[src/skf_pkg.sv]
// ----------------------------------------------------------------------------
// skf_pkg: shared types and constants of the scalar Kalman filter
// Fixed-point widths, register indexes and reset values of the filter.
// ----------------------------------------------------------------------------
package skf_pkg;

    localparam int VAL_W    = 32;   // signed Q16.16 value
    localparam int UNC_W    = 24;   // unsigned Q8.16 noise / uncertainty
    localparam int SUM_W    = UNC_W + 1;
    localparam int GAIN_W   = 17;   // Q1.16 gain, 0 .. 1.0 inclusive
    localparam int MCAND_W  = VAL_W + 2;
    localparam int ACC_W    = MCAND_W + 1;
    localparam int PROD_W   = ACC_W + GAIN_W;
    localparam int FRAC_W   = 16;
    localparam int DELTA_W  = PROD_W - FRAC_W;
    localparam int STEPS    = GAIN_W;
    localparam int CNT_W    = $clog2(STEPS + 1);
    localparam int CFG_IDX_W = 8;

    typedef logic signed [VAL_W-1:0]   val_t;
    typedef logic        [UNC_W-1:0]   unc_t;
    typedef logic        [SUM_W-1:0]   sum_t;
    typedef logic        [GAIN_W-1:0]  gain_t;
    typedef logic signed [MCAND_W-1:0] mcand_t;
    typedef logic signed [ACC_W-1:0]   acc_t;
    typedef logic signed [PROD_W-1:0]  prod_t;
    typedef logic signed [DELTA_W-1:0] delta_t;
    typedef logic        [CNT_W-1:0]   cnt_t;
    typedef logic        [CFG_IDX_W-1:0] cfg_idx_t;

    localparam cfg_idx_t REG_PROCESS_NOISE     = cfg_idx_t'(0);
    localparam cfg_idx_t REG_MEASUREMENT_NOISE = cfg_idx_t'(1);

    localparam unc_t  PROCESS_NOISE_RST     = unc_t'(655);
    localparam unc_t  MEASUREMENT_NOISE_RST = unc_t'(6554);
    localparam unc_t  UNCERTAINTY_RST       = unc_t'(655);
    localparam unc_t  UNC_MAX               = '1;
    localparam gain_t GAIN_ONE              = gain_t'(65536);
    localparam prod_t HALF_LSB              = prod_t'(32768);

endpackage

[src/skf_meas_if.sv]
// ----------------------------------------------------------------------------
// skf_meas_if: measurement channel
// Valid/ready channel carrying one signed Q16.16 sensor sample per request.
// ----------------------------------------------------------------------------
interface skf_meas_if;
    logic          valid;
    logic          ready;
    skf_pkg::val_t measurement;

    modport source (output valid, output measurement, input ready);
    modport sink   (input valid, input measurement, output ready);
endinterface

[src/skf_result_if.sv]
// ----------------------------------------------------------------------------
// skf_result_if: result channel
// Valid/ready channel carrying the updated estimate and its uncertainty.
// ----------------------------------------------------------------------------
interface skf_result_if;
    logic          valid;
    logic          ready;
    skf_pkg::val_t filtered_value;
    skf_pkg::unc_t estimate_uncertainty;

    modport source (output valid, output filtered_value, output estimate_uncertainty,
                    input ready);
    modport sink   (input valid, input filtered_value, input estimate_uncertainty,
                    output ready);
endinterface

[src/skf_cfg_if.sv]
// ----------------------------------------------------------------------------
// skf_cfg_if: configuration write channel
// Valid/ready channel carrying a register index and its write data.
// ----------------------------------------------------------------------------
interface skf_cfg_if;
    logic              valid;
    logic              ready;
    skf_pkg::cfg_idx_t index;
    skf_pkg::unc_t     data;

    modport source (output valid, output index, output data, input ready);
    modport sink   (input valid, input index, input data, output ready);
endinterface

[src/skf_div.sv]
// ----------------------------------------------------------------------------
// skf_div: serial gain divider
// Restoring divider, one quotient bit per cycle: q = floor(num * 2^16 / den).
// Requires num <= den; a zero denominator yields zero.
// ----------------------------------------------------------------------------
module skf_div
(
    input  logic          clk,
    input  logic          rst_n,
    input  logic          start,
    input  skf_pkg::unc_t num,
    input  skf_pkg::sum_t den,
    output logic          done,
    output skf_pkg::gain_t quo
);
    import skf_pkg::*;

    logic [SUM_W:0]   rem_reg, rem_next;
    sum_t             den_reg;
    gain_t            quo_reg;
    logic             zero_reg;
    cnt_t             cnt_reg;
    logic             busy_reg;
    logic             done_reg;
    logic [SUM_W+1:0] trial;
    logic             q_bit;

    always_comb
    begin
        trial    = {1'b0, rem_reg} - {2'b00, den_reg};
        q_bit    = ~trial[SUM_W+1];
        rem_next = q_bit ? trial[SUM_W:0] : rem_reg;
    end

    always_ff @(posedge clk or negedge rst_n)
    begin
        if (!rst_n)
        begin
            busy_reg <= 1'b0;
            done_reg <= 1'b0;
            cnt_reg  <= '0;
        end
        else
        begin
            done_reg <= 1'b0;
            if (start)
            begin
                busy_reg <= 1'b1;
                cnt_reg  <= cnt_t'(STEPS);
            end
            else if (busy_reg)
            begin
                cnt_reg <= cnt_reg - cnt_t'(1);
                if (cnt_reg == cnt_t'(1))
                begin
                    busy_reg <= 1'b0;
                    done_reg <= 1'b1;
                end
            end
        end
    end

    // datapath: shift the partial remainder left after each trial subtract
    always_ff @(posedge clk)
    begin
        if (start)
        begin
            rem_reg  <= {2'b00, num};
            den_reg  <= den;
            quo_reg  <= '0;
            zero_reg <= (den == '0);
        end
        else if (busy_reg)
        begin
            rem_reg <= {rem_next[SUM_W-1:0], 1'b0};
            quo_reg <= {quo_reg[GAIN_W-2:0], q_bit};
        end
    end

    assign done = done_reg;
    assign quo  = zero_reg ? '0 : quo_reg;

endmodule

[src/skf_mul.sv]
// ----------------------------------------------------------------------------
// skf_mul: serial shift-add multiplier
// Signed multiplicand times unsigned 17-bit factor, one factor bit per cycle.
// ----------------------------------------------------------------------------
module skf_mul
(
    input  logic            clk,
    input  logic            rst_n,
    input  logic            start,
    input  skf_pkg::mcand_t mcand,
    input  skf_pkg::gain_t  mult,
    output logic            done,
    output skf_pkg::prod_t  prod
);
    import skf_pkg::*;

    acc_t   hi_reg;
    gain_t  lo_reg;
    mcand_t mc_reg;
    cnt_t   cnt_reg;
    logic   busy_reg;
    logic   done_reg;
    acc_t   sum;

    assign sum = hi_reg + (lo_reg[0] ? acc_t'(mc_reg) : '0);

    always_ff @(posedge clk or negedge rst_n)
    begin
        if (!rst_n)
        begin
            busy_reg <= 1'b0;
            done_reg <= 1'b0;
            cnt_reg  <= '0;
        end
        else
        begin
            done_reg <= 1'b0;
            if (start)
            begin
                busy_reg <= 1'b1;
                cnt_reg  <= cnt_t'(STEPS);
            end
            else if (busy_reg)
            begin
                cnt_reg <= cnt_reg - cnt_t'(1);
                if (cnt_reg == cnt_t'(1))
                begin
                    busy_reg <= 1'b0;
                    done_reg <= 1'b1;
                end
            end
        end
    end

    // add on the low factor bit, then shift the accumulator right one place
    always_ff @(posedge clk)
    begin
        if (start)
        begin
            hi_reg <= '0;
            lo_reg <= mult;
            mc_reg <= mcand;
        end
        else if (busy_reg)
        begin
            hi_reg <= {sum[ACC_W-1], sum[ACC_W-1:1]};
            lo_reg <= {sum[0], lo_reg[GAIN_W-1:1]};
        end
    end

    assign done = done_reg;
    assign prod = {hi_reg, lo_reg};

endmodule

[src/scalar_kalman_filter_top.sv]
// ----------------------------------------------------------------------------
// scalar_kalman_filter_top: one-dimensional fixed-point Kalman filter
// Keeps an estimate and its uncertainty and updates both per measurement.
// ----------------------------------------------------------------------------
// Usage:
//   meas   : valid/ready sink, one signed Q16.16 sample per request.
//   result : valid/ready source, new estimate (Q16.16) and uncertainty
//            (Q8.16), exactly one result request per measurement.
//   cfg    : valid/ready write port; index 0 = process noise, index 1 =
//            measurement noise (Q8.16). Other indexes are dropped. Always
//            ready; write only while no measurement is in flight.
// Steps: from accepted measurement to result valid, the prediction state, the
//   serial gain division (one quotient bit a cycle), the two serial multiplies
//   (run side by side, one gain bit a cycle), the rounding state and the
//   update, plus setup handoffs.
// Flow: a new measurement is accepted only in the idle state, after the previous
//   one has been updated, so measurements do not overlap in the datapath.
// Reset: estimate 0, uncertainty 655 (0.01), process noise 655, measurement
//   noise 6554 (0.1); no result pending.
// Stall: a finished result waits in the output register while the next
//   measurement is accepted and computed; the update stage holds until the
//   register is free.
// ----------------------------------------------------------------------------
module scalar_kalman_filter_top
(
    input  logic clk,
    input  logic rst_n,
    skf_meas_if.sink     meas,
    skf_result_if.source result,
    skf_cfg_if.sink      cfg
);
    import skf_pkg::*;

    localparam logic [2:0] S_IDLE  = 3'd0;
    localparam logic [2:0] S_PRED  = 3'd1;
    localparam logic [2:0] S_DIV   = 3'd2;
    localparam logic [2:0] S_MUL   = 3'd3;
    localparam logic [2:0] S_ROUND = 3'd4;
    localparam logic [2:0] S_DONE  = 3'd5;

    logic [2:0] state_reg, state_next;

    // configuration and filter state
    unc_t process_noise_reg;
    unc_t measurement_noise_reg;
    val_t estimate_reg;
    unc_t uncertainty_reg;

    // per-item working registers
    val_t   meas_reg;
    unc_t   pp_reg;
    mcand_t diff_reg;
    delta_t delta_reg;
    unc_t   np_reg;

    // output register
    logic out_valid_reg;
    val_t out_value_reg;
    unc_t out_unc_reg;

    // prediction
    sum_t   pp_sum;
    unc_t   pp_sat;
    sum_t   den;

    // serial units
    logic   div_done;
    gain_t  div_q;
    logic   mul_start;
    logic   mul_est_done;
    logic   mul_unc_done;
    prod_t  prod_est;
    prod_t  prod_unc;

    // rounding and update
    prod_t  round_est;
    prod_t  round_unc;
    logic [PROD_W-1:FRAC_W] np_wide;
    delta_t est_sum;
    val_t   est_clamped;

    logic   in_accept;
    logic   out_free;
    logic   update;

    assign in_accept = meas.valid & meas.ready;
    assign meas.ready = (state_reg == S_IDLE);
    assign out_free  = ~out_valid_reg | result.ready;
    assign update    = (state_reg == S_DONE) & out_free;
    assign cfg.ready = 1'b1;

    // predict: P' = sat(P + Q), D = P' + R
    always_comb
    begin
        pp_sum = {1'b0, uncertainty_reg} + {1'b0, process_noise_reg};
        pp_sat = pp_sum[UNC_W] ? UNC_MAX : pp_sum[UNC_W-1:0];
        den    = {1'b0, pp_sat} + {1'b0, measurement_noise_reg};
    end

    skf_div u_div
    (
        .clk   (clk),
        .rst_n (rst_n),
        .start (state_reg == S_PRED),
        .num   (pp_sat),
        .den   (den),
        .done  (div_done),
        .quo   (div_q)
    );

    // both multiplies start as soon as the gain is known
    assign mul_start = (state_reg == S_DIV) & div_done;

    skf_mul u_mul_est
    (
        .clk   (clk),
        .rst_n (rst_n),
        .start (mul_start),
        .mcand (diff_reg),
        .mult  (div_q),
        .done  (mul_est_done),
        .prod  (prod_est)
    );

    skf_mul u_mul_unc
    (
        .clk   (clk),
        .rst_n (rst_n),
        .start (mul_start),
        .mcand (mcand_t'({1'b0, pp_reg})),
        .mult  (GAIN_ONE - div_q),
        .done  (mul_unc_done),
        .prod  (prod_unc)
    );

    // round half up, then add and clamp to the signed value range
    always_comb
    begin
        round_est = prod_est + HALF_LSB;
        round_unc = prod_unc + HALF_LSB;
        np_wide   = round_unc[PROD_W-1:FRAC_W];
        est_sum   = delta_t'(estimate_reg) + delta_reg;
        if (est_sum > delta_t'(val_t'({1'b0, {(VAL_W-1){1'b1}}})))
            est_clamped = {1'b0, {(VAL_W-1){1'b1}}};
        else if (est_sum < delta_t'(val_t'({1'b1, {(VAL_W-1){1'b0}}})))
            est_clamped = {1'b1, {(VAL_W-1){1'b0}}};
        else
            est_clamped = est_sum[VAL_W-1:0];
    end

    always_comb
    begin
        state_next = state_reg;
        case (state_reg)
            S_IDLE:  if (in_accept) state_next = S_PRED;
            S_PRED:  state_next = S_DIV;
            S_DIV:   if (div_done) state_next = S_MUL;
            S_MUL:   if (mul_est_done & mul_unc_done) state_next = S_ROUND;
            S_ROUND: state_next = S_DONE;
            S_DONE:  if (out_free) state_next = S_IDLE;
            default: state_next = S_IDLE;
        endcase
    end

    always_ff @(posedge clk or negedge rst_n)
    begin
        if (!rst_n)
        begin
            state_reg             <= S_IDLE;
            process_noise_reg     <= PROCESS_NOISE_RST;
            measurement_noise_reg <= MEASUREMENT_NOISE_RST;
            estimate_reg          <= '0;
            uncertainty_reg       <= UNCERTAINTY_RST;
            out_valid_reg         <= 1'b0;
        end
        else
        begin
            state_reg <= state_next;
            if (cfg.valid)
            begin
                case (cfg.index)
                    REG_PROCESS_NOISE:     process_noise_reg     <= cfg.data;
                    REG_MEASUREMENT_NOISE: measurement_noise_reg <= cfg.data;
                    default: ;
                endcase
            end
            // advance filter state and load the result in one step
            if (update)
            begin
                estimate_reg    <= est_clamped;
                uncertainty_reg <= np_reg;
                out_valid_reg   <= 1'b1;
            end
            else if (result.ready)
                out_valid_reg <= 1'b0;
        end
    end

    always_ff @(posedge clk)
    begin
        if (in_accept)
            meas_reg <= meas.measurement;
        if (state_reg == S_PRED)
        begin
            pp_reg   <= pp_sat;
            diff_reg <= mcand_t'(meas_reg) - mcand_t'(estimate_reg);
        end
        if (state_reg == S_ROUND)
        begin
            delta_reg <= round_est[PROD_W-1:FRAC_W];
            np_reg    <= (|np_wide[PROD_W-1:FRAC_W+UNC_W]) ? UNC_MAX
                                                           : np_wide[FRAC_W+UNC_W-1:FRAC_W];
        end
        if (update)
        begin
            out_value_reg <= est_clamped;
            out_unc_reg   <= np_reg;
        end
    end

    assign result.valid                = out_valid_reg;
    assign result.filtered_value       = out_value_reg;
    assign result.estimate_uncertainty = out_unc_reg;

endmodule

[src/flat_wrapper.sv]
// flat-port wrapper written by rule: the top's interface ports become plain ports
module scalar_kalman_filter_top_flat import skf_pkg::*;
  (clk, rst_n, meas_valid, meas_measurement, meas_ready, result_valid, result_filtered_value, result_estimate_uncertainty, result_ready, cfg_valid, cfg_index, cfg_data, cfg_ready);
  skf_meas_if meas_i ();
  skf_result_if result_i ();
  skf_cfg_if cfg_i ();
  input  logic clk;
  input  logic rst_n;
  input wire logic [$bits(meas_i.valid)-1:0] meas_valid;
  input wire logic [$bits(meas_i.measurement)-1:0] meas_measurement;
  output wire logic [$bits(meas_i.ready)-1:0] meas_ready;
  output wire logic [$bits(result_i.valid)-1:0] result_valid;
  output wire logic [$bits(result_i.filtered_value)-1:0] result_filtered_value;
  output wire logic [$bits(result_i.estimate_uncertainty)-1:0] result_estimate_uncertainty;
  input wire logic [$bits(result_i.ready)-1:0] result_ready;
  input wire logic [$bits(cfg_i.valid)-1:0] cfg_valid;
  input wire logic [$bits(cfg_i.index)-1:0] cfg_index;
  input wire logic [$bits(cfg_i.data)-1:0] cfg_data;
  output wire logic [$bits(cfg_i.ready)-1:0] cfg_ready;
  assign meas_i.valid = meas_valid;
  assign meas_i.measurement = meas_measurement;
  assign meas_ready = meas_i.ready;
  assign result_valid = result_i.valid;
  assign result_filtered_value = result_i.filtered_value;
  assign result_estimate_uncertainty = result_i.estimate_uncertainty;
  assign result_i.ready = result_ready;
  assign cfg_i.valid = cfg_valid;
  assign cfg_i.index = cfg_index;
  assign cfg_i.data = cfg_data;
  assign cfg_ready = cfg_i.ready;
  scalar_kalman_filter_top u_core (.clk(clk), .rst_n(rst_n), .meas(meas_i), .result(result_i), .cfg(cfg_i));
endmodule
[config.mk]
export PLATFORM = sky130hd
export DESIGN_NAME = scalar_kalman_filter_top_flat
export DESIGN_NICKNAME = d
export VERILOG_FILES = /design/src/skf_pkg.sv /design/src/skf_meas_if.sv /design/src/skf_result_if.sv /design/src/skf_cfg_if.sv /design/src/skf_div.sv /design/src/skf_mul.sv /design/src/scalar_kalman_filter_top.sv /design/src/flat_wrapper.sv
export SDC_FILE = /design/constraint.sdc
export NUM_CORES = 1
export LEC_CHECK = 0
export ABC_CLOCK_PERIOD_IN_PS = 6800
export BUFFER_PORTS_ARGS = -buffer_cell sky130_fd_sc_hd__buf_2
export CORE_UTILIZATION = 56
export CTS_BUF_LIST = sky130_fd_sc_hd__clkbuf_16
export DETAILED_ROUTE_END_ITERATION = 10
export PLACE_DENSITY_LB_ADDON = 0.15
export SLEW_MARGIN = 20
export SYNTH_ARGS = -nofsm -noshare
export SYNTH_HDL_FRONTEND = slang
export SYNTH_SLANG_ARGS = --single-unit
[constraint.sdc]
create_clock -name clk -period 6.8 [get_ports clk]
set_input_delay 2.04 -clock clk [delete_from_list [all_inputs] [get_ports clk]]
set_output_delay 2.04 -clock clk [all_outputs]
set_load 0.1 [all_outputs]
==> summary.txt, run 1 <==
Outcome
  – Status: completed

Critical path
  – Largest stage delay, worst path: 550 ps
  – Crit Path Category: flip-flop to flip-flop
  – Arr. time, crit path: 6970 ps
  – R2R setup slack: 290 ps
  – Reg2reg start: u_core.uncertainty_reg[0]
  – Startpoint Class: flip-flop
  – Worst reg2reg path depth: 24
  – Critical-path cell list: ha_1 -> fa_1 -> a21o_1 -> a21oi_2 -> o21a_1 -> o21ai_2 -> a31oi_2 -> a21oi_2 -> o41ai_2 -> buf_4 -> nand2b_1 -> ha_1 -> fa_2 -> a21oi_2 -> o21ai_2 -> a211o_1 -> a211o_1 -> o21a_1 -> or4b_1 -> nor4_2 -> or4b_4 -> or4_1 -> or4_1 -> nor3_2
  – Worst setup EP type: flip-flop
  – Capturing point of the worst reg2reg path: u_core.u_div.zero_reg
  – CP dominant cell by count: a21oi_2
  – Crit-path slowest cell: or4b_1
  – Req. time, crit path: 7260 ps
  – CP max FO: 3

Place
  – Dpl hpwl: 52,890 um
  – Port bufs: 126
  – Final Wtd Congestion: 0.8944
  – Placed cell area: 33,050 um^2
  – Pre-CTS setup slack: 26.39 ps

Floorplanning
  – Core area: 55,310 um^2
  – # IOs: 128
  – Chip Height: 238.8 um
  – Row count: 86
  – Die area: 57,040 um^2
  – Initial Util: 56.79%
  – Horiz. Die Dim: 238.8 um

Logic synthesis
  – Post-synth top area share: 33.08%
  – Seq/Total Area, Yosys: 48.98%
  – Top cells by area, synth: edfxtp_1 (33%), dfrtp_1 (8.8%), ha_1 (8.2%), dfxtp_1 (5.5%), xnor2_1 (4.3%)
  – Synth Area in Compound Gates: 14.34%
  – Yosys reg bits: 562
  – Top cell type by total area after synthesis: edfxtp_1
  – Synth Area in Simple Gates: 14.50%
  – Multiplexer share of the synthesized area: 3.816%
  – Adder-cell area share of the yosys netlist: 8.692%
  – Syn. warnings: 0
  – Post-Syn Nets: 3,304
  – Share of synthesized registers carrying an async set or reset: 22.95%
  – Number of synthesized flops with an enable pin: 346
  – Mapped Cells: 3,021
  – Post-synthesis average cell area: 10.40 um^2
  – XOR/XNOR Fraction of Synth Area: 6.915%
  – Cell variety after synth: 80
  – Commonest register cell after synthesis: edfxtp_1
  – Largest family of logic cells by synthesized area: simple AND/OR/NAND/NOR gates
  – Mapped Area: 31,410 um^2

Pwr
  – Leak: 14.92 nW
  – Clock Power Share: 26.5%
  – Worst vdd ir: 0.2225 mV
  – Pint: 8.269 mW
  – Sw Share: 34.96%
  – Seq pwr share: 38.8%
  – Logic pwr share: 34.7%
  – Total power: 12.71 mW
  – P_sw: 4.445 mW
  – P per Cell Area: 361.6 nW/um^2

Finish
  – Antenna Diode Count: 0
  – Largest register FFs: 36
  – Final Cell Area: 35,160 um^2
  – Fill count: 4,464
  – Leading cell type in the layout, fill and taps excluded: edfxtp_1
  – Area growth syn-to-layout: 11.94%
  – Share of layout cells above drive strength 1: 11.78%
  – Final nets: 3,447
  – Most frequent cells in the layout: edfxtp_1 (346), nand2_1 (324), nor2_1 (222)

Clock network
  – Clk_lat worst skew: 630 ps
  – Inserted Clock Buffers: 60
  – Reg clk slew, reported paths: 60 ps
  – # clock sinks: 562
  – CTS tree: yes
  – Root buf cell: clkbuf_16
  – Clk buf depth: 3
  – Htree depth: 2

Route
  – Metal-1 WL: 32,870 um
  – Drt total wl: 73,790 um
  – Drt pass-1 iters: 6
  – Met3 routed WL: 3214 um
  – Number of routed nets with antenna violations: 0
  – Vias per cell: 5.774
  – Vias post-DR: 22.89k
  – Post-route DRC: 0
  – Number of DRC markers in iteration 0: 1,578
  – Metal2 WL: 35,490 um
  – Top layer in use: met4
  – WL/cell: 18.62 um

GRT
  – Antenna violations before repair: 1
  – Global-route wire length before repair: 117,500 um
  – GRT overflow: 0
  – Largest net degree at the start of global routing: 83
  – Number of global-route vias before repair: 22.53k
  – Total GRT Usage: 25.86%

Worst hold path
  – Min-Delay Endpoint: u_core.u_mul_est.mc_reg[17]
  – Min-Delay Path Class: flip-flop to flip-flop
  – Hold depth: 0
  – Hold Path Origin: u_core.diff_reg[17]

STA
  – Fin. Hold Viols: 0
  – Final setup violation count: 0
  – RSZ-0062 raised after global routing: no
  – Slew @ Worst Pin: 1047 ps
  – Fmax: 153.6 MHz
  – Slew margin rel.: 30.21%
  – TNS Setup: 0 ps
  – Worst setup margin: 289.0 ps
  – Layout Skew: 29.19 ps
  – Final worst-path cycle share: 95.75%
  – Pins over their slew limit: 0
  – Min cycle time layout: 6511 ps

Run
  – Max Cap Viol: 0
==> logic make-up after synthesis <==
family,after synthesis
xor+xnor,248
buf+inv,229
simple gates,951
flops,562
compound gates,703
mux,113
fa+ha+maj,214
other cells,1
==> metrics by stage <==
stage               util [%]  instances  hold WS [ps]
finish                 63.57       3964         412.5
global route           63.57       3964         425.0
CTS                    63.48       3962         418.3
detailed placement     59.75       3846         404.5
global placement       59.75       3846         401.5
floorplan                  -       3021         400.3
==> routing by layer <==
| metal | up-vias | GRT usage [%] |
|---|---|---|
| li1 | 11200 | - |
| met1 | 10990 | 34.02 |
| met2 | 567 | 43.94 |
| met3 | 136 | 3.129 |
| met4 | 0 | 9.285 |
| met5 | - | 0 |
==> worst max-delay path, delay by kind of cell, from the launching register on <==
family / cells / cell delay [ps]
AND/OR/NAND/NOR: 7 / 2350
AO/OA/AOI/OAI: 12 / 2180
adder cells (fa/ha/maj): 4 / 1220
flip-flops: 1 / 380
buffers and inverters: 1 / 200
==> cell usage after synthesis (11+ instances only) <==
| master | n |
|---|---|
| and3_1 | 26 |
| ha_1 | 207 |
| o21ai_1 | 36 |
| nand3_1 | 64 |
| o211ai_1 | 14 |
| mux2i_1 | 59 |
| o31ai_1 | 12 |
| nor2_1 | 223 |
| nand3b_1 | 12 |
| a221o_1 | 24 |
| edfxtp_1 | 346 |
| a31oi_1 | 32 |
| nand2_1 | 325 |
| inv_1 | 129 |
| a21oi_1 | 183 |
| xor2_1 | 93 |
| dfxtp_1 | 87 |
| a21o_1 | 90 |
| buf_1 | 11 |
| nand2b_1 | 72 |
| clkbuf_1 | 88 |
| o21ai_0 | 140 |
| o21a_1 | 39 |
| mux2_2 | 53 |
| nor3_1 | 42 |
| dfstp_2 | 19 |
| nor2b_1 | 23 |
| nand4_1 | 30 |
| xnor2_1 | 155 |
| and2_1 | 73 |
| a211oi_1 | 26 |
| o21bai_1 | 31 |
| dfrtp_1 | 110 |
==> power groups by stage <==
stage / Combinational, mW / Clock [mW] / Sequential, mW
6_report: 4.41 / 3.37 / 4.93
5_1_grt: 4.94 / 3.57 / 5.01
4_1_cts: 4.40 / 3.44 / 4.92
3_5_place_dp: 4.36 / 0 / 4.98
3_3_place_gp: 4.24 / 0 / 4.95
2_1_floorplan: 3.50 / 0 / 4.76
==> worst max path at each step <==
stage | startpoint | to | slack, ps
2_1_floorplan | u_core.uncertainty_reg[0] | u_core.u_div.zero_reg | 190
3_3_place_gp | u_core.uncertainty_reg[0] | u_core.u_div.zero_reg | 90
3_5_place_dp | u_core.uncertainty_reg[0] | u_core.u_div.zero_reg | 30
4_1_cts | u_core.uncertainty_reg[0] | u_core.u_div.zero_reg | 7
5_1_grt | u_core.uncertainty_reg[0] | u_core.u_div.zero_reg | 40
6_report | u_core.uncertainty_reg[0] | u_core.u_div.zero_reg | 290
==> area by class of cell <==
cell class | count | area [um^2] | share of cell area, %
Inverter | 129 | 491.7 | 1.398
Clock buffer | 63 | 1577 | 4.484
Tap cell | 748 | 935.9 | 2.662
Sequential cell | 562 | 15380 | 43.76
Clock inverter | 51 | 464.2 | 1.320
Multi-Input combinational cell | 2230 | 15250 | 43.36
Timing Repair Buffer | 181 | 1062 | 3.021
==> what timing repair did <==
| item | CTS | global route |
|---|---|---|
| setup endpoints to repair | 1 | 1 |
| pin swaps | 0 | 3 |
| endpoints found under the hold margin | 0 | 0 |
| setup buffers | 2 | 2 |
| gates resized for setup | 1 | 10 |
| cloned | 0 | 0 |
| hold buffers | 0 | 0 |
(Power assumes the default switching activity.)
==> inputs of run 2 (changes only) <==
CORE_ASPECT_RATIO = 0.6   (was unset)
PLACE_DENSITY_LB_ADDON = 0.05   (was 0.15)
==> run 2 against run 1 <==
  * Total power up 1.2%
  * Hold slack better by 3.7 ps
  * Critical path depth unchanged
  * Clock skew down 1.6 ps
  * Die area about the same
  * Cell area up 0.74%
  * Non-clock buffer count up 44
  * Utilization up 1.1 points
  * Combinational power up 4%
  * Largest power group unchanged
==> summary.txt, run 2 (same netlist as run 1, synthesis figures left out) <==
Outcome
  – Status: completed

Clock network
  – Htree depth: 2 (unchanged)
  – Root buf cell: clkbuf_16
  – Inserted Clock Buffers: 54 (-10%)
  – Clk_lat worst skew: 640 ps (about the same)
  – CTS tree: yes
  – # clock sinks: 562 (unchanged)
  – Reg clk slew, reported paths: 70 ps (about the same)
  – Clk buf depth: 3 (unchanged)

GRT
  – GRT overflow: 0 (unchanged)
  – Global-route wire length before repair: 126,200 um (+7.4%)
  – Largest net degree at the start of global routing: 77 (-7.2%)
  – Number of global-route vias before repair: 21.97k (-2.5%)
  – Antenna violations before repair: 1 (unchanged)
  – Total GRT Usage: 28.32% (+2.5 points)

Finish
  – Final core occ: 64.70% (+1.1 points)
  – Area growth syn-to-layout: 12.77%
  – Largest register FFs: 36 (unchanged)
  – Register area: 15,380 um^2 (unchanged)
  – Fin cells: 3,997 (+0.83%)
  – Share of layout cells above drive strength 1: 13.33% (+1.5 points)
  – Most frequent cells in the layout: edfxtp_1 (346), nand2_1 (325), nor2_1 (222)
  – Fill count: 4,352 (-2.5%)
  – Final nets: 3,485 (+1.1%)
  – Leading cell type in the layout, fill and taps excluded: edfxtp_1
  – Footprint of the multi-input gates: 15,300 um^2 (+0.34%)

Route
  – WL/cell: 20.30 um (+9.0%)
  – Vias per cell: 5.920 (+2.5%)
  – Number of routed nets with antenna violations: 0 (unchanged)
  – Post-route DRC: 0 (unchanged)
  – Drt total wl: 81,140 um (+10%)
  – Drt pass-1 iters: 5 (-1)
  – Vias post-DR: 23.66k (+3.4%)
  – Number of DRC markers in iteration 0: 2,243 (+42%)

Floorplanning
  – Core area: 54,750 um^2 (-1.0%)
  – Row count: 66 (-23%)
  – # IOs: 128 (unchanged)
  – Chip Height: 185.5 um (-22%)
  – Die area: 57,070 um^2 (about the same)
  – Initial Util: 57.37% (+0.58 points)
  – Horiz. Die Dim: 307.8 um (+29%)

Critical path
  – Arr. time, crit path: 7130 ps (+160 ps)
  – CP max FO: 4 (+1)
  – Req. time, crit path: 7290 ps (+30 ps)
  – Startpoint Class: flip-flop
  – Worst setup EP type: flip-flop
  – Crit Path Category: flip-flop to flip-flop

Place
  – Dpl hpwl: 59,500 um (+13%)
  – Pre-CTS setup slack: -258.9 ps (-285.3 ps)
  – Placed cell count: 3,892 (+1.2%)
  – Final Wtd Congestion: 0.9395 (+5.0%)
  – Port bufs: 126 (unchanged)

STA
  – Slew margin rel.: 27.85% (-2.4 points)
  – Fin. Hold Viols: 0 (unchanged)
  – Min cycle time layout: 6639 ps (+128.4 ps)
  – Fmax: 150.6 MHz (-1.9%)
  – Slew @ Worst Pin: 1082 ps (+35.44 ps)
  – Pins over their slew limit: 0 (unchanged)
  – Final setup violation count: 0 (unchanged)
  – Worst setup margin: 160.6 ps (-128.4 ps)
  – TNS Setup: 0 ps (unchanged)
  – RSZ-0062 raised after global routing: no
  – Layout Skew: 27.61 ps (-1.574 ps)
  – Final worst-path cycle share: 97.64% (+1.9 points)

Pwr
  – Leak: 15.05 nW (+0.86%)
  – P per Cell Area: 363.2 nW/um^2 (+0.43%)
  – Worst vdd ir: 0.3408 mV (+53%)

Run
  – Max Cap Viol: 0 (unchanged)

Worst hold path
  – Min-Delay Path Class: flip-flop to flip-flop
[run 2: power by group]
part	switching [mW]	internal, mW
logic	2.65	1.96
registers	0.608	4.34
clock network	1.41	1.90
[run 2: final timing paths]
kind                                                 from                              end  slack (ps)  cells past startpoint
worst min-delay path                    u_core.pp_reg[13]      u_core.u_mul_unc.mc_reg[13]         420                      0
worst max-delay path            u_core.uncertainty_reg[0]            u_core.u_div.zero_reg         160                     24
worst max register to register  u_core.uncertainty_reg[0]            u_core.u_div.zero_reg         160                     24
worst min register to register          u_core.pp_reg[13]      u_core.u_mul_unc.mc_reg[13]         420                      0
min in group asynchronous                           rst_n           u_core.estimate_reg[1]        1410                      1
max in group asynchronous                           rst_n  u_core.measurement_noise_reg[6]        3980                      2
[run 2: timing repair]
| item | CTS | global route |
|---|---|---|
| setup buffers | 2 | 1 |
| endpoints found under the setup margin | 1 | 1 |
| pin swaps | 3 | 8 |
| hold buffers | 0 | 0 |
| gates resized for setup | 12 | 7 |
| gates cloned | 0 | 0 |
[run 2: final cells by class]
type	count	share of cell area [%]
diodes	1	0.007064
flip-flops and latches	562	43.43
clock buffers	55	3.885
clock inverters	47	1.515
multi-input cells	2230	43.19
inverters	129	1.388
repair buffers	225	3.942
well taps	748	2.642
[run 2: metrics by stage]
| step | cell area [um^2] | hold WS (ps) | power, mW |
|---|---|---|---|
| after floorplan | 31410 | 400.3 | 8.263 |
| after global placement | 33390 | 401.8 | 9.323 |
| after detailed placement | 33390 | 404.5 | 9.478 |
| after CTS | 35380 | 420.1 | 12.84 |
| after global routing | 35420 | 426.3 | 13.62 |
| final | 35420 | 416.1 | 12.86 |
[run 2: routing by layer]
layer	part of all wire [%]	GRT usage [%]
met4	1.6	6.030
met3	7.4	4.884
met1	52	47.16
met2	39	37.23
met5	0	0
[run 2: critical path, stage by stage, from the launching register on]
cell      delay [ps]
dfstp_2          370
ha_2             200
fa_2             390
a21o_1           200
a21oi_2          170
o21a_1           200
o21ai_4          110
a31oi_1          150
buf_4            150
a21oi_1           90
o41ai_2          210
buf_4            260
nand2b_1         120
ha_2             200
fa_2             360
buf_4            150
xor2_1           160
or4_4            460
nor4_4           320
or4b_4           540
nor4_4           170
or4b_4           520
or4_4            460
or4_4            440
nor3_2           100
